==> src/sv/smk_pkg.sv <==
// ----------------------------------------------------------------------------
// smk_pkg
// types and constants of the swerve module kinematics core
// ----------------------------------------------------------------------------
`default_nettype none

package smk_pkg;

    localparam int XW   = 30;   // cordic x / y width
    localparam int AW   = 25;   // angle accumulator width, 1/32768 degree
    localparam int SW   = 21;   // module vector width before scaling
    localparam int ROTW = 18;   // saturated rotation speed width
    localparam int PRW  = 34;   // rotation times direction product width

    localparam int ATAN_ENTRIES = 24;
    localparam int ROT_LIMIT    = 65535;
    localparam int ANGLE_LIMIT  = 23040;
    localparam int SPEED_LIMIT  = 262143;
    localparam int INV_GAIN     = 39796;
    localparam int DEG90_ACC    = 2949120;

    typedef enum logic [2:0] {
        CFG_GAIN = 3'd0,
        CFG_COS0 = 3'd1,
        CFG_SIN0 = 3'd2,
        CFG_COS1 = 3'd3,
        CFG_SIN1 = 3'd4,
        CFG_COS2 = 3'd5,
        CFG_SIN2 = 3'd6
    } t_cfg_reg;

    typedef struct packed {
        logic signed [XW-1:0] x;
        logic signed [XW-1:0] y;
        logic signed [AW-1:0] acc;
        logic [1:0]           idx;
        logic                 last;
        logic                 zero;
    } t_vec;

    localparam logic signed [AW-1:0] ATAN_TAB [ATAN_ENTRIES] = '{
        25'sd1474560, 25'sd870484, 25'sd459940, 25'sd233473,
        25'sd117189,  25'sd58652,  25'sd29333,  25'sd14667,
        25'sd7334,    25'sd3667,   25'sd1833,   25'sd917,
        25'sd458,     25'sd229,    25'sd115,    25'sd57,
        25'sd29,      25'sd14,     25'sd7,      25'sd4,
        25'sd2,       25'sd1,      25'sd0,      25'sd0
    };

endpackage

`default_nettype wire

==> src/sv/smk_if.sv <==
// ----------------------------------------------------------------------------
// smk interfaces
// command, result and register write channels
// ----------------------------------------------------------------------------
`default_nettype none

interface smk_cmd_if;
    logic               valid;
    logic               ready;
    logic signed [15:0] vel_x;
    logic signed [15:0] vel_y;
    logic signed [15:0] yaw_rate;

    modport source (output valid, output vel_x, output vel_y, output yaw_rate, input ready);
    modport sink   (input valid, input vel_x, input vel_y, input yaw_rate, output ready);
endinterface


interface smk_cfg_if;
    logic        valid;
    logic        ready;
    logic [2:0]  index;
    logic [15:0] data;

    modport source (output valid, output index, output data, input ready);
    modport sink   (input valid, input index, input data, output ready);
endinterface

`default_nettype wire

==> src/sv/smk_front.sv <==
// ----------------------------------------------------------------------------
// smk_front
// registers, rotation term, per-module issue and cordic pre-rotation
// ----------------------------------------------------------------------------
`default_nettype none

module smk_front
    import smk_pkg::*;
#(
    parameter int NUM_MODULES = 3
) (
    input  wire logic  i_clk,
    input  wire logic  i_rst_n,
    smk_cmd_if.sink    i_cmd,
    smk_cfg_if.sink    i_cfg,
    input  wire logic  i_en,
    output logic       o_valid,
    output t_vec       o_vec
);

    logic [15:0]          r_gain;
    logic signed [15:0]   r_cos [3];
    logic signed [15:0]   r_sin [3];

    logic                 r_a_valid;
    logic signed [32:0]   r_a_prod;
    logic signed [15:0]   r_a_vx;
    logic signed [15:0]   r_a_vy;

    logic                 r_b_valid;
    logic [1:0]           r_b_mod;
    logic signed [ROTW-1:0] r_b_rot;
    logic signed [15:0]   r_b_vx;
    logic signed [15:0]   r_b_vy;

    logic                 r_c_valid;
    logic signed [PRW-1:0] r_c_px;
    logic signed [PRW-1:0] r_c_py;
    logic signed [15:0]   r_c_vx;
    logic signed [15:0]   r_c_vy;
    logic [1:0]           r_c_idx;
    logic                 r_c_last;

    logic                 r_d_valid;
    t_vec                 r_d_vec;
    t_vec                 n_d_vec;

    logic                 w_in_acc;
    logic                 w_b_last;
    logic                 w_b_free;
    logic                 w_a_go;
    logic signed [32:0]   w_prod;
    logic signed [32:0]   w_rot_sh;
    logic signed [ROTW-1:0] n_rot;
    logic signed [PRW-1:0] w_px;
    logic signed [PRW-1:0] w_py;
    logic signed [SW-1:0] w_sx;
    logic signed [SW-1:0] w_sy;
    logic signed [XW-1:0] w_x0;
    logic signed [XW-1:0] w_y0;

    // register writes
    assign i_cfg.ready = 1'b1;

    always_ff @(posedge i_clk) begin
        if (!i_rst_n) begin
            r_gain   <= 16'd447;
            r_cos[0] <= 16'sd0;
            r_sin[0] <= 16'sd16384;
            r_cos[1] <= -16'sd14189;
            r_sin[1] <= -16'sd8192;
            r_cos[2] <= 16'sd14189;
            r_sin[2] <= -16'sd8192;
        end else if (i_cfg.valid) begin
            unique case (t_cfg_reg'(i_cfg.index))
                CFG_GAIN: r_gain   <= i_cfg.data;
                CFG_COS0: r_cos[0] <= $signed(i_cfg.data);
                CFG_SIN0: r_sin[0] <= $signed(i_cfg.data);
                CFG_COS1: r_cos[1] <= $signed(i_cfg.data);
                CFG_SIN1: r_sin[1] <= $signed(i_cfg.data);
                CFG_COS2: r_cos[2] <= $signed(i_cfg.data);
                CFG_SIN2: r_sin[2] <= $signed(i_cfg.data);
                default: ;
            endcase
        end
    end

    // handshake between command register and module issuer
    assign w_b_last    = (r_b_mod == 2'(NUM_MODULES - 1));
    assign w_b_free    = !r_b_valid || (i_en && w_b_last);
    assign w_a_go      = r_a_valid && w_b_free;
    assign i_cmd.ready = !r_a_valid || w_a_go;
    assign w_in_acc    = i_cmd.valid && i_cmd.ready;

    // stage a: yaw rate times gain
    assign w_prod = $signed(i_cmd.yaw_rate) * $signed({1'b0, r_gain});

    always_ff @(posedge i_clk) begin
        if (!i_rst_n) begin
            r_a_valid <= 1'b0;
        end else if (w_in_acc) begin
            r_a_valid <= 1'b1;
        end else if (w_a_go) begin
            r_a_valid <= 1'b0;
        end
    end

    always_ff @(posedge i_clk) begin
        if (w_in_acc) begin
            r_a_prod <= w_prod;
            r_a_vx   <= i_cmd.vel_x;
            r_a_vy   <= i_cmd.vel_y;
        end
    end

    // stage b: saturated rotation speed, one module issued per cycle while i_en is high
    assign w_rot_sh = r_a_prod >>> 8;

    always_comb begin
        if (w_rot_sh > ROT_LIMIT) begin
            n_rot = ROTW'(ROT_LIMIT);
        end else if (w_rot_sh < -ROT_LIMIT) begin
            n_rot = ROTW'(-ROT_LIMIT);
        end else begin
            n_rot = ROTW'(w_rot_sh);
        end
    end

    always_ff @(posedge i_clk) begin
        if (!i_rst_n) begin
            r_b_valid <= 1'b0;
            r_b_mod   <= 2'd0;
        end else if (w_a_go) begin
            r_b_valid <= 1'b1;
            r_b_mod   <= 2'd0;
        end else if (i_en && r_b_valid) begin
            if (w_b_last) begin
                r_b_valid <= 1'b0;
            end else begin
                r_b_mod <= r_b_mod + 2'd1;
            end
        end
    end

    always_ff @(posedge i_clk) begin
        if (w_a_go) begin
            r_b_rot <= n_rot;
            r_b_vx  <= r_a_vx;
            r_b_vy  <= r_a_vy;
        end
    end

    // stage c: rotation term along the module direction
    assign w_px = r_b_rot * r_cos[r_b_mod];
    assign w_py = r_b_rot * r_sin[r_b_mod];

    always_ff @(posedge i_clk) begin
        if (!i_rst_n) begin
            r_c_valid <= 1'b0;
        end else if (i_en) begin
            r_c_valid <= r_b_valid;
        end
    end

    always_ff @(posedge i_clk) begin
        if (i_en) begin
            r_c_px   <= w_px;
            r_c_py   <= w_py;
            r_c_vx   <= r_b_vx;
            r_c_vy   <= r_b_vy;
            r_c_idx  <= r_b_mod;
            r_c_last <= w_b_last;
        end
    end

    // stage d: module vector, scaled and turned into the right half plane
    assign w_sx = SW'(r_c_px >>> 14) + SW'(r_c_vx);
    assign w_sy = SW'(r_c_py >>> 14) + SW'(r_c_vy);
    assign w_x0 = XW'($signed({w_sx, 8'd0}));
    assign w_y0 = XW'($signed({w_sy, 8'd0}));

    always_comb begin
        n_d_vec      = '0;
        n_d_vec.idx  = r_c_idx;
        n_d_vec.last = r_c_last;
        n_d_vec.zero = (w_sx == '0) && (w_sy == '0);
        if (!w_x0[XW-1]) begin
            n_d_vec.x   = w_x0;
            n_d_vec.y   = w_y0;
            n_d_vec.acc = '0;
        end else if (!w_y0[XW-1]) begin
            n_d_vec.x   = w_y0;
            n_d_vec.y   = -w_x0;
            n_d_vec.acc = AW'(DEG90_ACC);
        end else begin
            n_d_vec.x   = -w_y0;
            n_d_vec.y   = w_x0;
            n_d_vec.acc = AW'(-DEG90_ACC);
        end
    end

    always_ff @(posedge i_clk) begin
        if (!i_rst_n) begin
            r_d_valid <= 1'b0;
        end else if (i_en) begin
            r_d_valid <= r_c_valid;
        end
    end

    always_ff @(posedge i_clk) begin
        if (i_en) begin
            r_d_vec <= n_d_vec;
        end
    end

    assign o_valid = r_d_valid;
    assign o_vec   = r_d_vec;

endmodule

`default_nettype wire

==> src/flat_wrapper.sv <==
// flat-port wrapper written by rule: the top's interface ports become plain ports
module smk_front_flat import smk_pkg::*;
#(
    parameter int NUM_MODULES = 3
)
  (i_clk, i_rst_n, i_en, o_valid, o_vec, i_cmd_valid, i_cmd_vel_x, i_cmd_vel_y, i_cmd_yaw_rate, i_cmd_ready, i_cfg_valid, i_cfg_index, i_cfg_data, i_cfg_ready);
  smk_cmd_if i_cmd_i ();
  smk_cfg_if i_cfg_i ();
  input  wire logic i_clk;
  input  wire logic i_rst_n;
  input  wire logic i_en;
  output logic o_valid;
  output t_vec o_vec;
  input wire logic [$bits(i_cmd_i.valid)-1:0] i_cmd_valid;
  input wire logic [$bits(i_cmd_i.vel_x)-1:0] i_cmd_vel_x;
  input wire logic [$bits(i_cmd_i.vel_y)-1:0] i_cmd_vel_y;
  input wire logic [$bits(i_cmd_i.yaw_rate)-1:0] i_cmd_yaw_rate;
  output wire logic [$bits(i_cmd_i.ready)-1:0] i_cmd_ready;
  input wire logic [$bits(i_cfg_i.valid)-1:0] i_cfg_valid;
  input wire logic [$bits(i_cfg_i.index)-1:0] i_cfg_index;
  input wire logic [$bits(i_cfg_i.data)-1:0] i_cfg_data;
  output wire logic [$bits(i_cfg_i.ready)-1:0] i_cfg_ready;
  assign i_cmd_i.valid = i_cmd_valid;
  assign i_cmd_i.vel_x = i_cmd_vel_x;
  assign i_cmd_i.vel_y = i_cmd_vel_y;
  assign i_cmd_i.yaw_rate = i_cmd_yaw_rate;
  assign i_cmd_ready = i_cmd_i.ready;
  assign i_cfg_i.valid = i_cfg_valid;
  assign i_cfg_i.index = i_cfg_index;
  assign i_cfg_i.data = i_cfg_data;
  assign i_cfg_ready = i_cfg_i.ready;
  smk_front #(.NUM_MODULES(NUM_MODULES)) u_core (.i_clk(i_clk), .i_rst_n(i_rst_n), .i_cmd(i_cmd_i), .i_cfg(i_cfg_i), .i_en(i_en), .o_valid(o_valid), .o_vec(o_vec));
endmodule
==> config.mk <==
export PLATFORM = sky130hd
export DESIGN_NAME = smk_front_flat
export DESIGN_NICKNAME = d
export VERILOG_FILES = /design/src/sv/smk_pkg.sv /design/src/sv/smk_if.sv /design/src/sv/smk_front.sv /design/src/flat_wrapper.sv
export SDC_FILE = /design/constraint.sdc
export NUM_CORES = 2
export LEC_CHECK = 0
export ABC_CLOCK_PERIOD_IN_PS = 13700
export BUFFER_PORTS_ARGS = -buffer_cell sky130_fd_sc_hd__buf_2
export CELL_PAD_IN_SITES_DETAIL_PLACEMENT = 1
export CELL_PAD_IN_SITES_GLOBAL_PLACEMENT = 2
export CORE_ASPECT_RATIO = 1.5
export CORE_UTILIZATION = 35
export CTS_BUF_LIST = sky130_fd_sc_hd__clkbuf_8
export CTS_CLUSTER_DIAMETER = 50
export DETAILED_ROUTE_END_ITERATION = 12
export PLACE_DENSITY = 0.77
export RECOVER_POWER = 25
export SLEW_MARGIN = 10
export SYNTH_ARGS = -nofsm -noshare
export SYNTH_HDL_FRONTEND = slang
export SYNTH_SLANG_ARGS = --single-unit
==> constraint.sdc <==
create_clock -name i_clk -period 13.7 [get_ports i_clk]
set_input_delay 0.685 -clock i_clk [delete_from_list [all_inputs] [get_ports i_clk]]
set_output_delay 0.685 -clock i_clk [all_outputs]
set_load 0.05 [all_outputs]
==> flow_metrics.env <==
export IMPL_io_pins=164
export IMPL_crit_arrival_ps=8520
export IMPL_violations="max-capacitance violations, max-slew violations"
export IMPL_path_class="reg -> reg"
export IMPL_cts_tree="yes"
export IMPL_dieArea_sq_um=129000
export IMPL_drtPass1Iterations=5
export IMPL_maxCapViolations=1
export IMPL_cts_max_level=2
export IMPL_maxSlewViolCount=24
export IMPL_fin_skew_ps=57.2
export IMPL_setup_viol=0
export IMPL_final_setup_worst_slack_ps=5670
export IMPL_synth_seq_area_share_pct=23.2
export IMPL_synth_cells=4374
export IMPL_drc=0
export IMPL_synth_edff_count=329
export IMPL_drive_above_1_share_pct=6.89
export IMPL_clock_latency_ps=790
export IMPL_syn_area_sq_um=44600
export IMPL_critical_path_required_ps=14190
export IMPL_ys_top_cells_by_count="inv_1, fa_1, nand2_1"
export IMPL_rsz0062_at_grt="no"
export IMPL_dp_hpwl_microns=94000
export IMPL_antenna_left=0
export IMPL_postCtsSetupBuffers=0
export IMPL_routed_via_density=4.80
export IMPL_syn2layout_area_growth_pct=8.28
export IMPL_synthFlopType="edfxtp_1"
export IMPL_ys_ff_latch=353
export IMPL_wl_per_cell_microns=18.8
export IMPL_synth_largest_area_cell="fa_1"
export IMPL_vias=29849
export IMPL_path_clk_slew_ps=60
export IMPL_hold_path_class="in -> reg"
export IMPL_async_flop_share_pct=0
export IMPL_yosys_warnings=0
export IMPL_grt_util_all_layers_pct=18.6
export IMPL_final_period_utilization_pct=58.6
export IMPL_rows=160
export IMPL_fp_dieW_microns=294
export IMPL_relSlewSlack_pct=-34.4
export IMPL_start_kind="flop"
export IMPL_grt_pass1_vias=33770
export IMPL_period_minus_slack_ps=8030
export IMPL_antenna_found_initial=3
export IMPL_grt_overflow_total=0
export IMPL_finish_utilization_pct=38.2
export IMPL_dieHeight_microns=439
export IMPL_critPathMaxFanout=32
export IMPL_routabilityCongestion=0.902
export IMPL_fmax_mhz=124
export IMPL_synth_area_per_cell_sq_um=10.2
export IMPL_grt_pass1_wl_microns=185000
export IMPL_tightestPinTransition_ps=2020
export IMPL_cts_resized=0
export IMPL_initial_core_util_pct=35.2
export IMPL_cts_sinks=353
export IMPL_finalHoldViolCount=0
export IMPL_synthTopCellsByArea="fa_1, edfxtp_1, ha_1, inv_1, nand2_1"
export IMPL_numCtsBuffers=60
export IMPL_cts_root_buf="clkbuf_8"
export IMPL_grt_max_degree=77
export IMPL_yosysUniqueCellTypes=81
export IMPL_setup_tns_ps=0
export IMPL_cts_buffer_depth=3
export IMPL_yosysMostFrequentCell="inv_1"
export IMPL_endpoint_kind="flop"
export IMPL_io_buffers=130
export IMPL_drt_total_wl_microns=117000
export IMPL_place_ws_ps=5600
export IMPL_synth_top_area_share_pct=34.7
export IMPL_core_sq_um=127000
export IMPL_hold_buffers=0
export IMPL_status="complete, but fails checks"
export IMPL_drt_initial_drc_count=1068
export IMPL_fin_nets=5640
layout make-up:
type                    instances  area (sq um)
clock buffers                  66           908
flip-flops and latches        353         10400
clock inverters                43           299
repair buffers                201          1140
well taps                    1701          2130
diodes                          2          5.00
inverters                     892          3350
fillers                     14306         78400
multi-input cells            2959         30200
stage by stage:
| stage | area [sq um] | hold slack [ps] | cells |
|---|---|---|---|
| after floorplan | 44800 | 400 | 4406 |
| after global placement | 47200 | 402 | 6106 |
| after detailed placement | 47200 | 405 | 6106 |
| after CTS | 48400 | 42.5 | 6215 |
| after global routing | 48300 | 54.4 | 6217 |
| final | 48300 | 91.2 | 6217 |
kinds of logic (layout without fill, tap and decap cells):
group	after synthesis	in the layout	synth area share [%]
AO/OA/AOI/OAI	380	380	5.62
XOR/XNOR	138	138	2.72
adder cells (fa/ha/maj)	1101	1101	43.9
buffers and inverters	1094	1202	9.61
flip-flops	353	353	23.2
multiplexers	41	41	0.936
other	2	36	0.0168
AND/OR/NAND/NOR	1265	1265	14.0
cell usage in the layout, fill, tap and decap left out, types with 34 or more instances in the layout:
master and count:
nor2b_1 155, a21o_1 39, buf_2 112, o21ai_0 66
a21oi_1 98, xnor2_1 101, and2_1 261, buf_4 65
fa_1 773, conb_1 34, edfxtp_1 329, inv_1 909
nor2_1 150, xor2_1 36, nand2b_1 63, nand2_1 502
ha_1 328, clkbuf_8 66, mux2i_1 37
flip-flops by register name (all words and copies together) (netlist names), 18 cells and up, named ones only:
register         cells
u_core.r_c_px       20
u_core.r_cos        48
u_core.r_b_rot      18
u_core.r_sin        48
u_core.o_vec        51
u_core.r_a_prod     25
u_core.r_c_py       20
critical path, cell delays in order (launching register included):
cell and delay, ps:
dfxtp_2 310, buf_4 470, mux2i_1 250, nor2_1 50, a21oi_1 130, buf_4 250
nor2b_1 100, fa_1 550, inv_1 50, fa_1 460, fa_1 520, fa_1 560
inv_1 50, fa_1 490, inv_1 50, fa_1 480, inv_1 40, ha_1 300
a21o_1 190, a21oi_1 170, nor2b_1 90, o41ai_1 720, a41oi_1 300, a21oi_1 190
nand2_1 200, a221o_1 440, nor4_1 250, nor3_1 80
worst paths after layout:
path	startpoint	to	slack [ps]	depth (start not counted)
worst max register to register	flop	u_core.r_c_px[33]$_DFFE_PP_	5670	27
worst max-delay path	flop	u_core.r_c_px[33]$_DFFE_PP_	5670	27
worst min-delay path	i_cmd_vel_y[15]	u_core.r_a_vy[15]$_DFFE_PP_	90	1
worst min register to register	u_core.r_b_vy[9]$_DFFE_PP_	u_core.r_c_vy[9]$_DFFE_PP_	400	0
metal layers:
layer / vias to the layer above / routed length, microns / track usage (%)
li1: 13625 / - / -
met1: 15501 / 44200 / 19.9
met5: - / 26 / 0
met4: 4 / 4100 / 7.08
met2: 500 / 65400 / 36.5
met3: 219 / 3460 / 2.23
Power is not shown: default switching activity piles up to over one toggle a cycle in this logic, so the estimate is an artifact.
