## config.mk

```make
export PLATFORM = sky130hd
export DESIGN_NAME = smk_back_flat
export DESIGN_NICKNAME = d
export VERILOG_FILES = /design/src/sv/smk_pkg.sv /design/src/sv/smk_if.sv /design/src/sv/smk_back.sv /design/src/flat_wrapper.sv
export SDC_FILE = /design/constraint.sdc
export NUM_CORES = 1
export LEC_CHECK = 0
export BUFFER_PORTS_ARGS = -buffer_cell sky130_fd_sc_hd__buf_2
export CAP_MARGIN = 20
export CORE_ASPECT_RATIO = 0.7
export CORE_MARGIN = 5
export CORE_UTILIZATION = 45
export CTS_CLUSTER_SIZE = 40
export DETAILED_ROUTE_END_ITERATION = 7
export SYNTH_ARGS = -nofsm -noshare
export SYNTH_HDL_FRONTEND = slang
export SYNTH_SLANG_ARGS = --single-unit
```

## constraint.sdc

```tcl
create_clock -name i_clk -period 8.9 [get_ports i_clk]
set_input_delay 2.67 -clock i_clk [delete_from_list [all_inputs] [get_ports i_clk]]
set_output_delay 2.67 -clock i_clk [all_outputs]
set_load 0.01 [all_outputs]
```

## src/sv/smk_pkg.sv

```systemverilog
// ----------------------------------------------------------------------------
// smk_pkg
// types and constants of the swerve module kinematics core
// ----------------------------------------------------------------------------
`default_nettype none

package smk_pkg;

    localparam int XW   = 30;   // cordic x / y width
    localparam int AW   = 25;   // angle accumulator width, 1/32768 degree
    localparam int SW   = 21;   // module vector width before scaling
    localparam int ROTW = 18;   // saturated rotation speed width
    localparam int PRW  = 34;   // rotation times direction product width

    localparam int ATAN_ENTRIES = 24;
    localparam int ROT_LIMIT    = 65535;
    localparam int ANGLE_LIMIT  = 23040;
    localparam int SPEED_LIMIT  = 262143;
    localparam int INV_GAIN     = 39796;
    localparam int DEG90_ACC    = 2949120;

    typedef enum logic [2:0] {
        CFG_GAIN = 3'd0,
        CFG_COS0 = 3'd1,
        CFG_SIN0 = 3'd2,
        CFG_COS1 = 3'd3,
        CFG_SIN1 = 3'd4,
        CFG_COS2 = 3'd5,
        CFG_SIN2 = 3'd6
    } t_cfg_reg;

    typedef struct packed {
        logic signed [XW-1:0] x;
        logic signed [XW-1:0] y;
        logic signed [AW-1:0] acc;
        logic [1:0]           idx;
        logic                 last;
        logic                 zero;
    } t_vec;

    localparam logic signed [AW-1:0] ATAN_TAB [ATAN_ENTRIES] = '{
        25'sd1474560, 25'sd870484, 25'sd459940, 25'sd233473,
        25'sd117189,  25'sd58652,  25'sd29333,  25'sd14667,
        25'sd7334,    25'sd3667,   25'sd1833,   25'sd917,
        25'sd458,     25'sd229,    25'sd115,    25'sd57,
        25'sd29,      25'sd14,     25'sd7,      25'sd4,
        25'sd2,       25'sd1,      25'sd0,      25'sd0
    };

endpackage

`default_nettype wire

```

## src/sv/smk_if.sv

```systemverilog
// ----------------------------------------------------------------------------
// smk interfaces
// command, result and register write channels
// ----------------------------------------------------------------------------
`default_nettype none


interface smk_res_if;
    logic               valid;
    logic               ready;
    logic [1:0]         module_index;
    logic signed [15:0] steer_angle;
    logic [17:0]        wheel_speed;
    logic               last;

    modport source (output valid, output module_index, output steer_angle,
                    output wheel_speed, output last, input ready);
    modport sink   (input valid, input module_index, input steer_angle,
                    input wheel_speed, input last, output ready);
endinterface


`default_nettype wire

```

## src/sv/smk_back.sv

```systemverilog
// ----------------------------------------------------------------------------
// smk_back
// angle rounding, gain correction of the magnitude and output register
// ----------------------------------------------------------------------------
`default_nettype none

module smk_back
    import smk_pkg::*;
(
    input  wire logic  i_clk,
    input  wire logic  i_rst_n,
    input  wire logic  i_valid,
    input  wire t_vec  i_vec,
    smk_res_if.source  o_res,
    output logic       o_adv
);

    logic                 r_e_valid;
    logic signed [15:0]   r_e_angle;
    logic [29:0]          r_e_pl;
    logic [30:0]          r_e_ph;
    logic [1:0]           r_e_idx;
    logic                 r_e_last;
    logic                 r_e_zero;

    logic                 r_out_valid;
    logic [1:0]           r_out_idx;
    logic signed [15:0]   r_out_angle;
    logic [17:0]          r_out_speed;
    logic                 r_out_last;

    logic signed [AW-1:0] w_ang_sh;
    logic signed [15:0]   n_angle;
    logic [XW-2:0]        w_xpos;
    logic [45:0]          w_sum;
    logic [21:0]          w_sp_full;
    logic [17:0]          n_speed;

    assign o_adv = !r_out_valid || o_res.ready;

    // stage e: angle to 1/128 degree, magnitude split for two narrow products
    assign w_ang_sh = (i_vec.acc + AW'(128)) >>> 8;

    always_comb begin
        if (w_ang_sh > ANGLE_LIMIT) begin
            n_angle = 16'(ANGLE_LIMIT);
        end else if (w_ang_sh < -ANGLE_LIMIT) begin
            n_angle = 16'(-ANGLE_LIMIT);
        end else begin
            n_angle = 16'(w_ang_sh);
        end
    end

    assign w_xpos = i_vec.x[XW-1] ? '0 : i_vec.x[XW-2:0];

    always_ff @(posedge i_clk) begin
        if (!i_rst_n) begin
            r_e_valid <= 1'b0;
        end else if (o_adv) begin
            r_e_valid <= i_valid;
        end
    end

    always_ff @(posedge i_clk) begin
        if (o_adv) begin
            r_e_angle <= n_angle;
            r_e_pl    <= 30'(w_xpos[13:0]) * 30'(INV_GAIN);
            r_e_ph    <= 31'(w_xpos[XW-2:14]) * 31'(INV_GAIN);
            r_e_idx   <= i_vec.idx;
            r_e_last  <= i_vec.last;
            r_e_zero  <= i_vec.zero;
        end
    end

    // stage f: rounded, saturated speed
    assign w_sum     = {1'b0, r_e_ph, 14'd0} + 46'(r_e_pl) + 46'(1 << 23);
    assign w_sp_full = w_sum[45:24];

    always_comb begin
        if (r_e_zero) begin
            n_speed = '0;
        end else if (w_sp_full > 22'(SPEED_LIMIT)) begin
            n_speed = 18'(SPEED_LIMIT);
        end else begin
            n_speed = w_sp_full[17:0];
        end
    end

    always_ff @(posedge i_clk) begin
        if (!i_rst_n) begin
            r_out_valid <= 1'b0;
        end else if (o_adv) begin
            r_out_valid <= r_e_valid;
        end
    end

    always_ff @(posedge i_clk) begin
        if (o_adv) begin
            r_out_idx   <= r_e_idx;
            r_out_angle <= r_e_zero ? 16'sd0 : r_e_angle;
            r_out_speed <= n_speed;
            r_out_last  <= r_e_last;
        end
    end

    assign o_res.valid        = r_out_valid;
    assign o_res.module_index = r_out_idx;
    assign o_res.steer_angle  = r_out_angle;
    assign o_res.wheel_speed  = r_out_speed;
    assign o_res.last         = r_out_last;

endmodule

`default_nettype wire

```

## src/flat_wrapper.sv

```systemverilog
// flat-port wrapper written by rule: the top's interface ports become plain ports
module smk_back_flat import smk_pkg::*;
  (i_clk, i_rst_n, i_valid, i_vec, o_adv, o_res_valid, o_res_module_index, o_res_steer_angle, o_res_wheel_speed, o_res_last, o_res_ready);
  smk_res_if o_res_i ();
  input  wire logic i_clk;
  input  wire logic i_rst_n;
  input  wire logic i_valid;
  input  wire t_vec i_vec;
  output logic o_adv;
  output wire logic [$bits(o_res_i.valid)-1:0] o_res_valid;
  output wire logic [$bits(o_res_i.module_index)-1:0] o_res_module_index;
  output wire logic [$bits(o_res_i.steer_angle)-1:0] o_res_steer_angle;
  output wire logic [$bits(o_res_i.wheel_speed)-1:0] o_res_wheel_speed;
  output wire logic [$bits(o_res_i.last)-1:0] o_res_last;
  input wire logic [$bits(o_res_i.ready)-1:0] o_res_ready;
  assign o_res_valid = o_res_i.valid;
  assign o_res_module_index = o_res_i.module_index;
  assign o_res_steer_angle = o_res_i.steer_angle;
  assign o_res_wheel_speed = o_res_i.wheel_speed;
  assign o_res_last = o_res_i.last;
  assign o_res_i.ready = o_res_ready;
  smk_back u_core (.i_clk(i_clk), .i_rst_n(i_rst_n), .i_valid(i_valid), .i_vec(i_vec), .o_res(o_res_i), .o_adv(o_adv));
endmodule
```

==> reports/results.ini, run 1 <==
[outcome]
status = complete, no violations

[yosys]
ys_seq_elements = 102
ys_async_sr_fraction_pct = 0
netlist_instances = 1260
synth_warnings = 0
syn_area_sq_um = 13280
syn_nets = 1747
synth_edf_count = 100
synthFlopType = edfxtp_1
synth_seq_area_share_pct = 22.92
avgSynthCellArea_sq_um = 10.54
synth.distinct_cells = 69

[critical_path]
required_ns = 9.00
path_max_fanout = 18
startpoint_type = input port
cp_data_arrival_time_ns = 8.55
critPathKind = input port to register
cp-end-kind = register

[timing]
tightest_slew_ns = 0.7282
finClkSkew_ns = 0.01113
maxSlewHeadroom_pct = 51.08
finalSetupTns_ns = 0
final_max_slew_viol_count = 0
hold_viol = 0
period_share_pct = 94.96
holdWs_ns = 0.4241
finalCriticalPeriod_ns = 8.452
rsz0062_at_grt = false
setup_violations = 0
clock.fmax_mhz = 118.3

[detailed_routing]
drt-initial-drc-count = 540
vias = 8934
wirelength_um = 27910
post-route-drc-count = 0
viasPerCell = 5.028
first_pass_iters = 5
postRouteAntennaNets = 0
detail_route.wl_per_cell_um = 15.70

[cts]
h-tree-depth = 3
cts_buffers = 9
cts.path.max_buffers = 2
clockRootBuffer = clkbuf_16
cts_tree = yes
clk_pin_slew_ns = 0.07
post_cts_buffers = 0
cts_hold_buf = 0
clock-sinks = 102
cts-resized-gates = 0
clk-insertion-delay-late_ns = 0.35

[run]
cap_violations = 0

[floorplanning]
die_width_um = 215.3
num_rows = 52
ios = 132
core_sq_um = 29020
die_h_um = 153.7
start_util_pct = 45.76
die-area_sq_um = 33100

[pwr]
max-vdd-ir-drop_mv = 0.1630
leakagePower_nw = 7.771
powerDensity_nw_per_um2 = 256.4

[placed_design]
portBuffers = 94
gp_congestion = 0.9126
dp_cells = 1760
post-dp-hpwl_um = 24230

[grt]
grt_use_met1_pct = 27.93
antenna_found_initial = 0
top_usage_layer = met1
grt_overflow = 0
met2_usage_pct = 23.17
met3_usage_pct = 3.302
grt_max_degree = 54
grt_pass1_vias = 8858
grt_pass1_wl_um = 45710
globalRouteTotalUtil_pct = 16.93

[finish]
stdcell_count = 1777
diodes = 0
nets = 1881
syn_to_final_growth_pct = 11.66
final_core_util_pct = 51.09
layout-drive-gt1-share_pct = 12.37

[hold_path]
hold_class = register to register

-- per-stage QoR --
| step | instance area, sq um | total power, mW | setup slack, ns |
|---|---|---|---|
| final | 14830 | 3.802 | 0.4483 |
| after global routing | 14830 | 4.230 | 0.1587 |
| after floorplan | 13280 | 2.725 | 0.6108 |
| after detailed placement | 14490 | 3.378 | 0.1607 |
| after CTS | 14800 | 3.819 | 0.5201 |
| after global placement | 14490 | 3.344 | 0.1877 |
-- synth_stat cells, types with 2 or more instances --
cell type	n	share of area, %
o211ai_1	7	0.40
and4_1	4	0.26
ha_1	244	23
a41o_1	3	0.23
inv_1	275	7.8
o21bai_1	4	0.23
clkbuf_1	9	0.25
a31oi_1	6	0.28
and2_1	7	0.33
or2_2	4	0.19
buf_2	6	0.23
a21o_1	20	1.1
nor3_1	8	0.30
o21ai_1	2	0.075
o311a_1	3	0.23
nor4_1	3	0.14
a211oi_1	9	0.51
nand4_1	14	0.66
nor2b_1	29	1.4
o21a_1	6	0.34
o21ai_0	28	1.1
fa_1	150	23
xor2_1	26	1.7
nor2_1	45	1.3
o2111ai_1	2	0.13
nand2_1	28	0.79
a2111oi_0	2	0.13
mux2i_1	4	0.30
or3_1	2	0.094
dfxtp_1	2	0.30
nand3_1	17	0.64
a311o_1	2	0.15
a21oi_2	2	0.13
a22oi_1	2	0.11
edfxtp_1	100	23
a31o_2	2	0.13
a32o_1	2	0.15
a21boi_0	4	0.23
nand2b_1	30	1.4
and3_1	10	0.47
a2bb2oi_1	3	0.20
a21oi_1	64	2.4
xnor2_1	44	2.9
-- kinds of logic after synthesis --
kind of cell               after synthesis  share of synthesized area [%]
AOI/OAI and AO/OA                      186                          9.282
buffers and inverters                  291                          8.311
xor gates and xnor gates                70                          4.617
and+or+nand+nor                        212                          8.877
adders and majority gates              394                          45.61
DFF                                    102                          22.92
muxes                                    5                         0.3864
-- flip-flops by register name, summed over array words and instances, names as in the netlist --
register                   cells
u_core.o_res.steer_angle      16
u_core.r_e_last                1
u_core.o_res.valid             1
u_core.r_e_pl                 14
u_core.r_e_zero                1
u_core.r_e_ph                 29
u_core.o_res.last              1
u_core.r_e_idx                 2
u_core.o_res.wheel_speed      18
u_core.r_e_angle              16
u_core.o_res.module_index      2
u_core.r_e_valid               1
-- worst max-delay path: stages --
cell and delay, ns:
buf_2 0.22, nand2b_1 0.36, fa_1 0.57, inv_1 0.04, ha_1 0.27, inv_1 0.07
fa_1 0.50, inv_1 0.05, fa_1 0.47, fa_1 0.57, inv_1 0.06, fa_1 0.50
inv_1 0.04, ha_1 0.31, a2111oi_0 0.40, buf_4 0.19, o2111ai_1 0.09, a31oi_1 0.22
a211oi_1 0.11, nor4_1 0.22, buf_4 0.17, o311a_1 0.21, a21oi_1 0.09, xor2_1 0.14
-- power breakdown --
part	total, mW	switching (mW)	internal [mW]
clock network	0.407	0.185	0.222
logic	2.57	1.43	1.14
registers	0.824	0.0588	0.765
total	3.80	1.67	2.13
-- placed cells by master (no fill, tap or decap), types with 7 or more instances in the layout --
cell type	instances
xnor2_1	44
edfxtp_1	100
a21oi_1	64
a211oi_1	9
xor2_1	26
buf_2	94
ha_1	244
fa_1	150
a21o_1	20
nor2b_1	29
nor3_1	8
inv_1	275
nand3_1	17
and2_1	7
clkbuf_16	9
and3_1	10
nand2_1	28
o211ai_1	7
nor2_1	45
o21ai_0	28
nand4_1	14
nand2b_1	29
buf_4	44
-- metal layers --
layer / vias up / routed length, um
met3: 12 / 1321
met2: 160 / 10900
met1: 4263 / 15510
li1: 4499 / -
met5: - / 0
met4: 0 / 180
-- final timing paths --
path,slack [ns],endpoint,startpoint,cells past startpoint
max,0.45,u_core.r_e_ph[29],i_vec[88],24
min,0.42,u_core.o_res.last,u_core.r_e_last,0
max reg2reg,5.41,u_core.o_res.wheel_speed[1],u_core.r_e_ph[4],10
min reg2reg,0.42,u_core.o_res.last,u_core.r_e_last,0
-- area by class of cell --
cell class                      instances  area [sq um]
Fill cell                            2673         14190
Multi-Input combinational cell        867          9139
Sequential cell                       102          3043
Inverter                              275          1032
Timing Repair Buffer                  139         828.3
Tap cell                              378         473.0
Clock buffer                            9         225.2
Clock inverter                          7         85.08
(Power assumes the default switching activity.)
==> run 2: changes to the inputs <==
--- a/config.mk
+++ b/config.mk
@@ -9,7 +9,7 @@
 export CAP_MARGIN = 20
 export CORE_ASPECT_RATIO = 0.7
 export CORE_MARGIN = 5
-export CORE_UTILIZATION = 45
+export CORE_UTILIZATION = 40
 export CTS_CLUSTER_SIZE = 40
 export DETAILED_ROUTE_END_ITERATION = 7
 export SYNTH_ARGS = -nofsm -noshare
==> run 2 against run 1 <==
Net effect:
- cell count increased by 2.1%
- maximum frequency grew 1.9%
- utilization shrank 5.7 points
- via count is 0.72% higher
- critical path type unchanged
- critical endpoint is now u_core.r_e_pl[24]
- largest cell class unchanged
- highest routed layer unchanged
==> reports/results.ini, run 2 (same netlist as run 1, synthesis figures left out) <==
[pwr]
p_clk_share_pct = 11.0  ; +0.3 points
swShare_pct = 43.97  ; about the same
powerDensity_nw_per_um2 = 254.5  ; -0.75%
internal-power_mw = 2.107  ; -1.1%
sequentialPowerShare_pct = 21.8  ; about the same
pwr-share-comb_pct = 67.2  ; -0.4 points
max-vdd-ir-drop_mv = 0.1383  ; -15%
power_switching_mw = 1.653  ; -1.1%
leakagePower_nw = 7.712  ; -0.77%
total_power_mw = 3.760  ; -1.1%

[outcome]
status = complete, no violations

[placed_design]
place_ws_ns = 0.2667  ; +0.1060 ns
post-dp-hpwl_um = 23870  ; -1.5%
portBuffers = 94  ; unchanged
post_dp_cell_area_sq_um = 14470  ; -0.15%
gp_congestion = 0.8985  ; -1.5%

[floorplanning]
die_h_um = 162.4  ; +5.7%
core_sq_um = 32550  ; +12%
start_util_pct = 40.79  ; -5.0 points
die_width_um = 227.8  ; +5.8%
ios = 132  ; unchanged
die-area_sq_um = 37000  ; +12%
num_rows = 55  ; +5.8%

[detailed_routing]
drt-initial-drc-count = 425  ; -21%
viasPerCell = 4.960  ; -1.3%
post-route-drc-count = 0  ; unchanged
postRouteAntennaNets = 0  ; unchanged
vias = 8998  ; +0.72%
detail_route.wl_per_cell_um = 15.29  ; -2.7%
first_pass_iters = 5  ; unchanged
wirelength_um = 27730  ; -0.63%

[finish]
largest_reg_flops = 29  ; unchanged
final_common_cell = inv_1
layout-drive-gt1-share_pct = 11.61  ; -0.76 points
final_area_sq_um = 14770  ; -0.35%
nets = 1869  ; -0.64%
multi_input_area_sq_um = 9139  ; unchanged
largest_register = u_core.r_e_ph
seq_area_sq_um = 3043  ; unchanged
final_cell_mix = inv_1, ha_1, fa_1
syn_to_final_growth_pct = 11.27
n_fill_cell = 3112  ; +16%
diodes = 0  ; unchanged
final_core_util_pct = 45.39  ; -5.7 points

[cts]
post_cts_buffers = 0  ; unchanged
h-tree-depth = 3  ; unchanged
cts-resized-gates = 0  ; unchanged
clk-insertion-delay-late_ns = 0.35  ; about the same
cts_buffers = 9  ; unchanged
clk_pin_slew_ns = 0.07  ; about the same
clock-sinks = 102  ; unchanged
cts_tree = yes
cts_hold_buf = 0  ; unchanged
clockRootBuffer = clkbuf_16
cts.path.max_buffers = 2  ; unchanged

[critical_path]
cp-end-kind = register
cp_data_arrival_time_ns = 8.39  ; -0.16 ns
path_max_fanout = 15  ; -3
slowest_stage = fa_1
max_stage_delay_ns = 0.55  ; -0.02 ns
critPathKind = input port to register
cp_cell_sequence = buf_2 > buf_4 > nand2b_1 > inv_1 > fa_1 > ha_1 > inv_1 > fa_1 > inv_1 > fa_1 > fa_1 > inv_1 > fa_1 > inv_1 > ha_1 > nand4_1 > nor4_1 > a21oi_1 > and3_1 > a211oi_1 > nor3_1 > o21bai_1 > xor2_1
startpoint_type = input port
required_ns = 8.99  ; about the same

[hold_path]
hold_class = register to register

[timing]
setup_violations = 0  ; unchanged
finalSetupTns_ns = 0  ; unchanged
maxSlewHeadroom_pct = 42.77  ; -8.3 points
finClkSkew_ns = 0.005934  ; -0.005199 ns
final_max_slew_viol_count = 0  ; unchanged
clock.fmax_mhz = 120.5  ; +1.9%
finalCriticalPeriod_ns = 8.297  ; -0.1550 ns
setup_ws_ns = 0.6032  ; +0.1550 ns
rsz0062_at_grt = false
period_share_pct = 93.22  ; -1.7 points
tightest_slew_ns = 0.8585  ; +0.1303 ns
hold_viol = 0  ; unchanged

[grt]
grt_max_degree = 69  ; +28%
globalRouteTotalUtil_pct = 14.99  ; -1.9 points
grt_pass1_vias = 8607  ; -2.8%
grt_overflow = 0  ; unchanged
antenna_found_initial = 0  ; unchanged
grt_pass1_wl_um = 45530  ; -0.41%

[run]
cap_violations = 0  ; unchanged

-- run 2: power groups by stage --
stage,combinational [mW],clock (mW),sequential (mW)
finish,2.53,0.413,0.821
global route,2.89,0.450,0.836
CTS,2.54,0.430,0.824
detailed placement,2.50,0,0.834
global placement,2.48,0,0.830
floorplan,1.88,0,0.840
-- run 2: area by class of cell --
type | instances | share of cell area [%]
multi-input combinational | 867 | 61.86
sequential | 102 | 20.60
inverter | 275 | 6.987
timing repair buffer | 127 | 4.861
tap | 427 | 3.616
clock buffer | 10 | 1.550
clock inverter | 6 | 0.5335
-- run 2: path summary, 6_finish.rpt --
check,startpoint,end,slack (ns),cells after the start
max reg2reg,u_core.r_e_ph[4],u_core.o_res.wheel_speed[1],5.36,10
max,i_vec[88],u_core.r_e_pl[24],0.60,23
min,u_core.r_e_idx[1],u_core.o_res.module_index[1],0.42,0
min reg2reg,u_core.r_e_idx[1],u_core.o_res.module_index[1],0.42,0
-- run 2: worst max-delay path: cells and delay by family --
family / cells / cell delay [ns]
adder cells (fa/ha/maj): 7 / 3.06
AND/OR/NAND/NOR: 5 / 0.96
buffers and inverters: 7 / 0.92
XOR/XNOR: 1 / 0.09
AO/OA/AOI/OAI: 3 / 0.69
-- run 2: metrics by stage --
| stage | hold WS, ns | cells |
|---|---|---|
| 2_1_floorplan | 0.4003 | 1260 |
| 3_3_place_gp | 0.4032 | 1798 |
| 3_5_place_dp | 0.4045 | 1798 |
| 4_1_cts | 0.4229 | 1814 |
| 5_1_grt | 0.4301 | 1814 |
| 6_report | 0.4213 | 1814 |
-- run 2: routing by layer --
| metal | global-route usage, % | vias to the layer above | wire (um) |
|---|---|---|---|
| li1 | - | 4480 | - |
| met1 | 24.69 | 4347 | 15290 |
| met2 | 20.76 | 156 | 10980 |
| met3 | 2.806 | 15 | 1315 |
| met4 | 1.539 | 0 | 137 |
| met5 | 0 | - | 0 |
