File: config.mk
export PLATFORM = sky130hd
export DESIGN_NAME = smk_cordic_cell
export DESIGN_NICKNAME = d
export VERILOG_FILES = /design/src/sv/smk_pkg.sv /design/src/sv/smk_cordic_cell.sv
export SDC_FILE = /design/constraint.sdc
export NUM_CORES = 1
export LEC_CHECK = 0
export BUFFER_PORTS_ARGS = -buffer_cell sky130_fd_sc_hd__buf_4
export CORE_MARGIN = 4
export CORE_UTILIZATION = 45
export DETAILED_ROUTE_END_ITERATION = 7
export PLACE_DENSITY = 0.75
export SETUP_SLACK_MARGIN = 0.5
export SLEW_MARGIN = 20
export SYNTH_ARGS = -nofsm -noshare
export SYNTH_HDL_FRONTEND = slang
export SYNTH_SLANG_ARGS = --single-unit
export TNS_END_PERCENT = 20
File: constraint.sdc
create_clock -name i_clk -period 3.5 [get_ports i_clk]
set_input_delay 0.7 -clock i_clk [delete_from_list [all_inputs] [get_ports i_clk]]
set_output_delay 0.7 -clock i_clk [all_outputs]
set_load 0.005 [all_outputs]
File: src/sv/smk_pkg.sv
// ----------------------------------------------------------------------------
// smk_pkg
// types and constants of the swerve module kinematics core
// ----------------------------------------------------------------------------
`default_nettype none

package smk_pkg;

    localparam int XW   = 30;   // cordic x / y width
    localparam int AW   = 25;   // angle accumulator width, 1/32768 degree
    localparam int SW   = 21;   // module vector width before scaling
    localparam int ROTW = 18;   // saturated rotation speed width
    localparam int PRW  = 34;   // rotation times direction product width

    localparam int ATAN_ENTRIES = 24;
    localparam int ROT_LIMIT    = 65535;
    localparam int ANGLE_LIMIT  = 23040;
    localparam int SPEED_LIMIT  = 262143;
    localparam int INV_GAIN     = 39796;
    localparam int DEG90_ACC    = 2949120;

    typedef enum logic [2:0] {
        CFG_GAIN = 3'd0,
        CFG_COS0 = 3'd1,
        CFG_SIN0 = 3'd2,
        CFG_COS1 = 3'd3,
        CFG_SIN1 = 3'd4,
        CFG_COS2 = 3'd5,
        CFG_SIN2 = 3'd6
    } t_cfg_reg;

    typedef struct packed {
        logic signed [XW-1:0] x;
        logic signed [XW-1:0] y;
        logic signed [AW-1:0] acc;
        logic [1:0]           idx;
        logic                 last;
        logic                 zero;
    } t_vec;

    localparam logic signed [AW-1:0] ATAN_TAB [ATAN_ENTRIES] = '{
        25'sd1474560, 25'sd870484, 25'sd459940, 25'sd233473,
        25'sd117189,  25'sd58652,  25'sd29333,  25'sd14667,
        25'sd7334,    25'sd3667,   25'sd1833,   25'sd917,
        25'sd458,     25'sd229,    25'sd115,    25'sd57,
        25'sd29,      25'sd14,     25'sd7,      25'sd4,
        25'sd2,       25'sd1,      25'sd0,      25'sd0
    };

endpackage

`default_nettype wire

File: src/sv/smk_cordic_cell.sv
// ----------------------------------------------------------------------------
// smk_cordic_cell
// one vectoring micro-rotation of the cordic chain
// ----------------------------------------------------------------------------
`default_nettype none

module smk_cordic_cell
    import smk_pkg::*;
#(
    parameter int STEP = 0
) (
    input  wire logic i_clk,
    input  wire logic i_rst_n,
    input  wire logic i_en,
    input  wire logic i_valid,
    input  wire t_vec i_vec,
    output logic      o_valid,
    output t_vec      o_vec
);

    logic r_valid;
    t_vec r_vec;
    t_vec n_vec;

    // rotate toward the x axis, sign of y picks the direction
    always_comb begin
        n_vec = i_vec;
        if (!i_vec.y[XW-1]) begin
            n_vec.x   = i_vec.x + (i_vec.y >>> STEP);
            n_vec.y   = i_vec.y - (i_vec.x >>> STEP);
            n_vec.acc = i_vec.acc + ATAN_TAB[STEP];
        end else begin
            n_vec.x   = i_vec.x - (i_vec.y >>> STEP);
            n_vec.y   = i_vec.y + (i_vec.x >>> STEP);
            n_vec.acc = i_vec.acc - ATAN_TAB[STEP];
        end
    end

    always_ff @(posedge i_clk) begin
        if (!i_rst_n) begin
            r_valid <= 1'b0;
        end else if (i_en) begin
            r_valid <= i_valid;
        end
    end

    always_ff @(posedge i_clk) begin
        if (i_en) begin
            r_vec <= n_vec;
        end
    end

    assign o_valid = r_valid;
    assign o_vec   = r_vec;

endmodule

`default_nettype wire

==> out/results.md, run 1 <==
| Parameter | Reported | Unit |
|---|---|---|
| Leak pwr | 4.92 | nW |
| Count of boundary I/O pins | 183 | - |
| Post-route DRC | 0 | - |
| Worst path cell trace | buf_4 > inv_4 > ha_4 > or4_4 > nor4b_4 > nand2_1 > a2bb2oi_1 > o31a_1 > o221ai_2 > o41ai_2 > buf_4 > a21oi_1 > xnor2_1 | - |
| Final weighted congestion of routability-driven global placement | 0.984 | - |
| Remaining antenna violation count | 0 | - |
| Synthesized netlist net count | 1093 | - |
| Type of element capturing the critical path | flop | - |
| Global-route wire length before repair | 39.4 | mm |
| Average detailed-routed wire length per instance | 19.0 | um |
| Half-perimeter wire length after detailed placement | 20.3 | mm |
| Clock Tree Buf Depth | 2 | - |
| Vias after detailed routing | 7655 | - |
| Share of final-layout standard cells stronger than drive strength 1 | 0.316 | - |
| Post-Synth Adder-Cell Area | 0.171 | - |
| Post-synthesis cell count | 892 | - |
| Global route overflow | 0 | - |
| Dominant delay contributor by cell family on the critical path | simple AND/OR/NAND/NOR gates | - |
| Num Clock Sinks | 89 | - |
| Slew of the pin with the lowest slew margin | 0.622 | ns |
| Global-route total usage across every layer | 0.244 | - |
| Post-Syn Area per Cell | 9.07 | um2 |
| Yosys warning count | 0 | - |
| Switch share | 0.329 | - |
| Synth Area in XOR/XNOR | 0.0704 | - |
| Proportion of synthesized flip-flops having asynchronous set or reset | 0 | - |
| Core utilization of the finished layout | 0.624 | - |
| Netlist cell types | 69 | - |
| Violation count after the first detailed-route iteration | 579 | - |
| Clock share of power | 0.249 | - |
| RSZ-0062 raised after global routing | true | - |
| Total of buffers placed on input and output ports | 182 | - |
| Arrival time of data at the critical path endpoint | 3.16 | ns |
| Most repeated library cell on the critical path | sky130_fd_sc_hd__buf_4 | - |
| Synth Register Bits | 89 | - |
| Combinational fraction of design power | 0.398 | - |
| First-pass iteration count of the detailed router | 5 | - |
| Combinational family with the most area after synthesis | compound AO/OA/AOI/OAI gates | - |
| Net count, final | 1327 | - |
| Slowest library cell on the worst path | sky130_fd_sc_hd__or4_4 | - |
| Buffers and inverters on the worst path | 3 | - |
| Setup crit start kind | primary input | - |
| Overall routed net length | 25.7 | mm |
| Post-synthesis to final-layout area growth | 34.7 | % |
| Data required time at the worst endpoint | 3.60 | ns |
| Leading post-synthesis cells by cell area | sky130_fd_sc_hd__edfxtp_1, sky130_fd_sc_hd__ha_1, sky130_fd_sc_hd__a21oi_1 | - |
| Clock input transition at the sequential cells of the worst setup and hold paths | 0.07 | ns |
| Per-cell via count in the routed design | 5.65 | - |
| Power per Cell Area | 372 | mW/mm2 |
| Maximum achievable frequency | 0.327 | GHz |
| Top cell type by total area after synthesis | sky130_fd_sc_hd__edfxtp_1 | - |
| Chip width | 142 | um |
| Critical Setup Path Class | in2reg | - |
| Number of enable-type register cells in the synthesized netlist | 88 | - |
| Final Hold Vio Count | 0 | - |
| Share of synthesized cell area in and, or, nand and nor gates | 0.116 | - |
| Post-synthesis mux area share | 0.0187 | - |
| N_diodes | 0 | - |
| Worst Clk Skew | 0 | ns |
| Number of buffers added to fix hold violations after cts | 0 | - |
| FP Rows | 48 | - |
| Effective utilization at floorplan | 0.463 | - |
| CTS tree | done | - |
| Synthesized area | 0.00809 | mm2 |
| Sequential share of power | 0.354 | - |
| Filler Cells Inserted | 1498 | - |
| Max-cap viol count | 0 | - |
| Largest net degree at the start of global routing | 90 | - |
| Compound-gate portion of the synthesized area | 0.231 | - |
| Peak fanout along the critical path | 3 | - |
| Final TNS setup | 0 | ns |
| Die outline height | 142 | um |
| Slew HR | 0.585 | - |
| CTS H-Tree Depth | 3 | - |
| Vias in the first global route | 7287 | - |
| IR drop worst, VDD | 325 | uV |
| Post-Route Hold Slack | 0.529 | ns |
| Total Die Area | 0.0202 | mm2 |
| Outcome | finished clean | - |
| Final slew viol count | 0 | - |
| Sw power | 0.00134 | W |
| Slowest Stage Delay on Critical Path | 0.56 | ns |
| Count of endpoints failing setup in the final report | 0 | - |
| Period minus WS final | 3.06 | ns |
| Yosys top cell area share | 0.327 | - |
| Area of the placeable core | 0.0175 | mm2 |
| Ys flop type | sky130_fd_sc_hd__edfxtp_1 | - |
| Inserted Clock Buffers | 9 | - |
| Root buffer selected by CTS | sky130_fd_sc_hd__clkbuf_16 | - |
| Insertion delay of the later-clocked pin in the worst-skew pair | 0.34 | ns |
| Internal power of the cells | 0.00272 | W |
| Initial antenna violation count | 0 | - |
| Hold Crit Class | in2reg | - |
| Share of the cycle needed by the critical path after routing | 0.874 | - |
| Register area share after synthesis | 0.329 | - |
==> logic make-up (layout without fill, tap and decap cells) <==
| family | Yosys count | after routing |
|---|---|---|
| compound gates | 291 | 291 |
| xor+xnor | 65 | 65 |
| fa+ha+maj | 108 | 108 |
| buf+inv | 135 | 374 |
| flops | 89 | 89 |
| mux | 15 | 15 |
| simple gates | 189 | 189 |
==> synthesized netlist by cell type (14+ instances only) <==
| cell type | count |
|---|---|
| sky130_fd_sc_hd__a21o_1 | 24 |
| sky130_fd_sc_hd__nor3_1 | 16 |
| sky130_fd_sc_hd__nand3_1 | 15 |
| sky130_fd_sc_hd__mux2i_1 | 14 |
| sky130_fd_sc_hd__xor2_1 | 15 |
| sky130_fd_sc_hd__inv_1 | 93 |
| sky130_fd_sc_hd__edfxtp_1 | 88 |
| sky130_fd_sc_hd__o21bai_1 | 20 |
| sky130_fd_sc_hd__o21ai_0 | 56 |
| sky130_fd_sc_hd__nand2_1 | 40 |
| sky130_fd_sc_hd__xnor2_1 | 50 |
| sky130_fd_sc_hd__nor2_1 | 60 |
| sky130_fd_sc_hd__ha_1 | 104 |
| sky130_fd_sc_hd__clkbuf_1 | 18 |
| sky130_fd_sc_hd__a211oi_1 | 15 |
| sky130_fd_sc_hd__a21oi_1 | 100 |
==> sequential cells by signal, summed over array words and instances (netlist names) <==
signal	count
o_valid	1
o_vec	88
==> metal layers <==
metal | track usage | wire length, um | vias up
li1 | - | - | 3660
met1 | 0.361 | 11600 | 3613
met5 | 0 | 0 | -
met2 | 0.379 | 11600 | 357
met4 | 0.0485 | 292 | 0
met3 | 0.0403 | 2230 | 25
==> power groups by stage <==
stage               Combinational (W)  Sequential, W  Clock [W]
finish                        0.00161        0.00144    0.00101
CTS                           0.00153        0.00144    0.00103
floorplan                    0.000756        0.00147          0
global placement              0.00149        0.00146          0
detailed placement            0.00151        0.00146          0
global route                  0.00175        0.00145    0.00108
==> layout by cell type, fill, tap and decap left out, types with 15 or more instances in the layout <==
| cell type | instances |
|---|---|
| sky130_fd_sc_hd__a21o_1 | 24 |
| sky130_fd_sc_hd__a21oi_1 | 90 |
| sky130_fd_sc_hd__buf_4 | 256 |
| sky130_fd_sc_hd__edfxtp_1 | 88 |
| sky130_fd_sc_hd__ha_1 | 88 |
| sky130_fd_sc_hd__inv_1 | 85 |
| sky130_fd_sc_hd__nand2_1 | 39 |
| sky130_fd_sc_hd__nor2_1 | 59 |
| sky130_fd_sc_hd__o21ai_0 | 49 |
| sky130_fd_sc_hd__o21bai_1 | 19 |
| sky130_fd_sc_hd__xnor2_1 | 49 |
| sky130_fd_sc_hd__xor2_1 | 15 |
==> final cells by class <==
class | instances | area (um2) | area share
Timing Repair Buffer | 263 | 2020 | 0.185
Clock buffer | 10 | 239 | 0.0219
Clock inverter | 6 | 72.6 | 0.00666
Multi-Input combinational cell | 668 | 5260 | 0.483
Inverter | 95 | 364 | 0.0334
Sequential cell | 89 | 2660 | 0.244
Tap cell | 225 | 282 | 0.0258
==> per-stage QoR <==
stage	setup slack [ns]	area, um2	total power [W]	cells
final	0.443	10900	0.00406	1356
after global routing	0.314	10900	0.00428	1356
after CTS	0.403	10600	0.00400	1351
after detailed placement	-0.0121	10200	0.00297	1335
after global placement	0.00713	10200	0.00295	1335
after floorplan	0.477	8130	0.00222	892
==> repair_timing <==
| action | CTS | global route |
|---|---|---|
| buffers inserted | 0 | 5 |
| pin swaps | 3 | 26 |
| setup endpoints to repair | 18 | 34 |
| resized for setup | 15 | 70 |
| hold endpoints to repair | 0 | 0 |
==> path summary, 6_finish.rpt <==
path                             endpoint  slack, ns  depth (start not counted)       from
worst max-delay path            o_vec[58]       0.44                         13  i_vec[51]
worst min-delay path             o_vec[9]       0.53                          1   i_vec[9]
worst max register to register    o_valid       2.88                          2    o_valid
worst min register to register    o_valid       0.56                          2    o_valid
==> worst register-to-register path: cells and delay by family (launching register included) <==
family           cells  cell delay, ns
muxes                1            0.13
and+or+nand+nor      1            0.06
DFF                  1            0.32
Note: power is estimated with default switching activity, not from simulation.
==> run 2: changes to the inputs <==
--- a/config.mk
+++ b/config.mk
@@ -8,6 +8,7 @@
 export BUFFER_PORTS_ARGS = -buffer_cell sky130_fd_sc_hd__buf_4
 export CORE_MARGIN = 4
 export CORE_UTILIZATION = 45
+export CTS_BUF_LIST = sky130_fd_sc_hd__clkbuf_8
 export DETAILED_ROUTE_END_ITERATION = 7
 export PLACE_DENSITY = 0.75
 export SETUP_SLACK_MARGIN = 0.5
==> out/results.md, run 2 (same netlist as run 1, synthesis figures left out) <==
| Parameter | Reported | Unit | Change |
|---|---|---|---|
| Outcome | finished clean | - | unchanged |
| Worst Clk Skew | 0 | ns | unchanged |
| Die outline height | 142 | um | unchanged |
| Post-synthesis to final-layout area growth | 31.9 | % | was 34.7% |
| Effective utilization at floorplan | 0.463 | - | unchanged |
| N_diodes | 0 | - | unchanged |
| Per-cell via count in the routed design | 5.67 | - | was 5.65 |
| Total Die Area | 0.0202 | mm2 | unchanged |
| Global-route total usage across every layer | 0.246 | - | was 0.244 |
| Overall power of the completed layout | 0.00378 | W | was 0.00406 W |
| Period minus WS final | 3.04 | ns | was 3.06 ns |
| Half-perimeter wire length after detailed placement | 20.3 | mm | unchanged |
| Startpoint of the most critical setup path | i_vec[47] | - | was i_vec[51] |
| Final weighted congestion of routability-driven global placement | 0.984 | - | unchanged |
| Initial antenna violation count | 0 | - | unchanged |
| Peak fanout along the critical path | 3 | - | unchanged |
| Power per Cell Area | 354 | mW/mm2 | was 372 mW/mm2 |
| Clock Tree Buf Depth | 2 | - | unchanged |
| Area of the placeable core | 0.0175 | mm2 | unchanged |
| Type of element capturing the critical path | flop | - | unchanged |
| Arrival time of data at the critical path endpoint | 3.17 | ns | was 3.16 ns |
| Filler Cells Inserted | 1529 | - | was 1498 |
| Area post-placement | 0.0102 | mm2 | unchanged |
| Maximum achievable frequency | 0.329 | GHz | was 0.327 GHz |
| First-pass iteration count of the detailed router | 7 | - | was 5 |
| Setup crit start kind | primary input | - | unchanged |
| FP Rows | 48 | - | unchanged |
| Most common library cell in the layout ignoring fill and taps | sky130_fd_sc_hd__buf_4 | - | unchanged |
| Vias in the first global route | 7278 | - | was 7287 |
| Worst path cell trace | buf_4 > inv_1 > ha_1 > inv_1 > a21oi_1 > a21oi_1 > a2111oi_4 > o2bb2ai_2 > o221ai_2 > o41ai_2 > buf_4 > a21oi_1 > xnor2_1 | - | was buf_4 > inv_4 > ha_4 > or4_4 > nor4b_4 > nand2_1 > a2bb2oi_1 > o31a_1 > o221ai_2 > o41ai_2 > buf_4 > a21oi_1 > xnor2_1 |
| Net count, final | 1324 | - | was 1327 |
| Worst setup slack before clock tree synthesis | -0.0121 | ns | unchanged |
| Worst Hold Launch | i_vec[9] | - | unchanged |
| Average detailed-routed wire length per instance | 18.9 | um | was 19.0 um |
| Clock input transition at the sequential cells of the worst setup and hold paths | 0.10 | ns | was 0.07 ns |
| Num Clock Sinks | 89 | - | unchanged |
| Leak pwr | 4.85 | nW | was 4.92 nW |
| Hold Crit Class | in2reg | - | unchanged |
| Final Hold Vio Count | 0 | - | unchanged |
| Insertion delay of the later-clocked pin in the worst-skew pair | 0.37 | ns | was 0.34 ns |
| Final slew viol count | 0 | - | unchanged |
| Slew of the pin with the lowest slew margin | 0.620 | ns | was 0.622 ns |
| Flip-flop count of the largest register after layout | 88 | - | unchanged |
| Root buffer selected by CTS | sky130_fd_sc_hd__clkbuf_8 | - | was sky130_fd_sc_hd__clkbuf_16 |
| Final TNS setup | 0 | ns | unchanged |
| Count of endpoints failing setup in the final report | 0 | - | unchanged |
| Final worst-path setup slack | 0.458 | ns | was 0.443 ns |
| Slowest Stage Delay on Critical Path | 0.43 | ns | was 0.56 ns |
| Critical Setup Path Class | in2reg | - | unchanged |
| CTS H-Tree Depth | 3 | - | unchanged |
| Largest net degree at the start of global routing | 90 | - | unchanged |
| Area of all placed cells without fillers | 0.0107 | mm2 | was 0.0109 mm2 |
| Share of the cycle needed by the critical path after routing | 0.869 | - | was 0.874 |
| Vias after detailed routing | 7673 | - | was 7655 |
| Post-route DRC | 0 | - | unchanged |
| IR drop worst, VDD | 234 | uV | was 325 uV |
| Global-route wire length before repair | 39.5 | mm | was 39.4 mm |
| Overall routed net length | 25.5 | mm | was 25.7 mm |
| RSZ-0062 raised after global routing | true | - | unchanged |
| Slew HR | 0.586 | - | was 0.585 |
| Count of boundary I/O pins | 183 | - | unchanged |
| Share of final-layout standard cells stronger than drive strength 1 | 0.300 | - | was 0.316 |
| Inserted Clock Buffers | 9 | - | unchanged |
| CTS tree | done | - | unchanged |
| Remaining antenna violation count | 0 | - | unchanged |
| Max-cap viol count | 0 | - | unchanged |
| Global route overflow | 0 | - | unchanged |
| Startpoint of the lowest-slack register-to-register path | o_valid | - | unchanged |
| Total of buffers placed on input and output ports | 182 | - | unchanged |
| Most repeated library cell on the critical path | sky130_fd_sc_hd__a21oi_1 | - | was sky130_fd_sc_hd__buf_4 |
| Post-Route Hold Slack | 0.496 | ns | was 0.529 ns |
| Slowest library cell on the worst path | sky130_fd_sc_hd__a2111oi_4 | - | was sky130_fd_sc_hd__or4_4 |
| Violation count after the first detailed-route iteration | 680 | - | was 579 |
| Data required time at the worst endpoint | 3.63 | ns | was 3.60 ns |
| Commonest cells after routing, fill and taps aside | sky130_fd_sc_hd__buf_4, sky130_fd_sc_hd__a21oi_1, sky130_fd_sc_hd__ha_1 | - | was sky130_fd_sc_hd__buf_4, sky130_fd_sc_hd__a21oi_1, sky130_fd_sc_hd__ha_1, sky130_fd_sc_hd__edfxtp_1, sky130_fd_sc_hd__inv_1 |
| Chip width | 142 | um | unchanged |
==> run 2: cell count changes in the layout (fill, tap and decap cells not counted), moves of 2 or more <==
cell	previous run	this run
sky130_fd_sc_hd__ha_1	88	91
sky130_fd_sc_hd__clkbuf_16	9	0
sky130_fd_sc_hd__a21oi_1	90	95
sky130_fd_sc_hd__clkbuf_8	1	10
sky130_fd_sc_hd__a21oi_2	10	5
sky130_fd_sc_hd__ha_4	11	9
sky130_fd_sc_hd__buf_8	2	0
sky130_fd_sc_hd__inv_1	85	87
sky130_fd_sc_hd__inv_4	3	0
==> run 2: report_power, final <==
part	switching, W	internal, W	leakage (nW)
clock	0.000404	0.000357	0.103
sequential	0.0000517	0.00138	0.869
combinational	0.000841	0.000748	3.88
total	0.00130	0.00249	4.85
==> run 2: layout make-up <==
| class | instances | area [um2] | area share |
|---|---|---|---|
| clock buffer | 10 | 138 | 0.0129 |
| clock inverter | 6 | 72.6 | 0.00680 |
| inverter | 95 | 357 | 0.0334 |
| multi-input combinational | 668 | 5180 | 0.485 |
| sequential | 89 | 2660 | 0.250 |
| tap | 225 | 282 | 0.0264 |
| timing repair buffer | 260 | 1980 | 0.186 |
==> run 2: final timing paths <==
kind	slack, ns	endpoint	cells after the start
worst min register to register	0.56	o_valid	2
worst max-delay path	0.46	o_vec[58]	13
worst max register to register	2.88	o_valid	2
worst min-delay path	0.50	o_vec[9]	1
==> run 2: per-layer routing <==
| metal | up-vias | track usage | share of wire |
|---|---|---|---|
| met1 | 3614 | 0.365 | 0.45 |
| met3 | 24 | 0.0380 | 0.092 |
| met4 | 0 | 0.0414 | 0.0085 |
| met2 | 385 | 0.384 | 0.45 |
| met5 | - | 0 | 0 |
| li1 | 3650 | - | - |
==> run 2: per-stage QoR <==
step | instances | util
floorplan | 892 | -
global placement | 1335 | 0.583
detailed placement | 1335 | 0.583
CTS | 1351 | 0.600
global route | 1353 | 0.611
finish | 1353 | 0.611
==> run 2: worst max-delay path, delay by kind of cell <==
| kind | cells | cell delay, ns |
|---|---|---|
| adder cells (fa/ha/maj) | 1 | 0.32 |
| XOR/XNOR | 1 | 0.15 |
| AO/OA/AOI/OAI | 7 | 1.62 |
| buffers and inverters | 4 | 0.37 |
==> run 2: what timing repair did <==
action	CTS	global route
resized for setup	16	42
buffers inserted	0	2
hold buffers	0	0
cloned	0	0
setup endpoints to repair	13	33
endpoints found under the hold margin	0	0
pin swaps	5	20
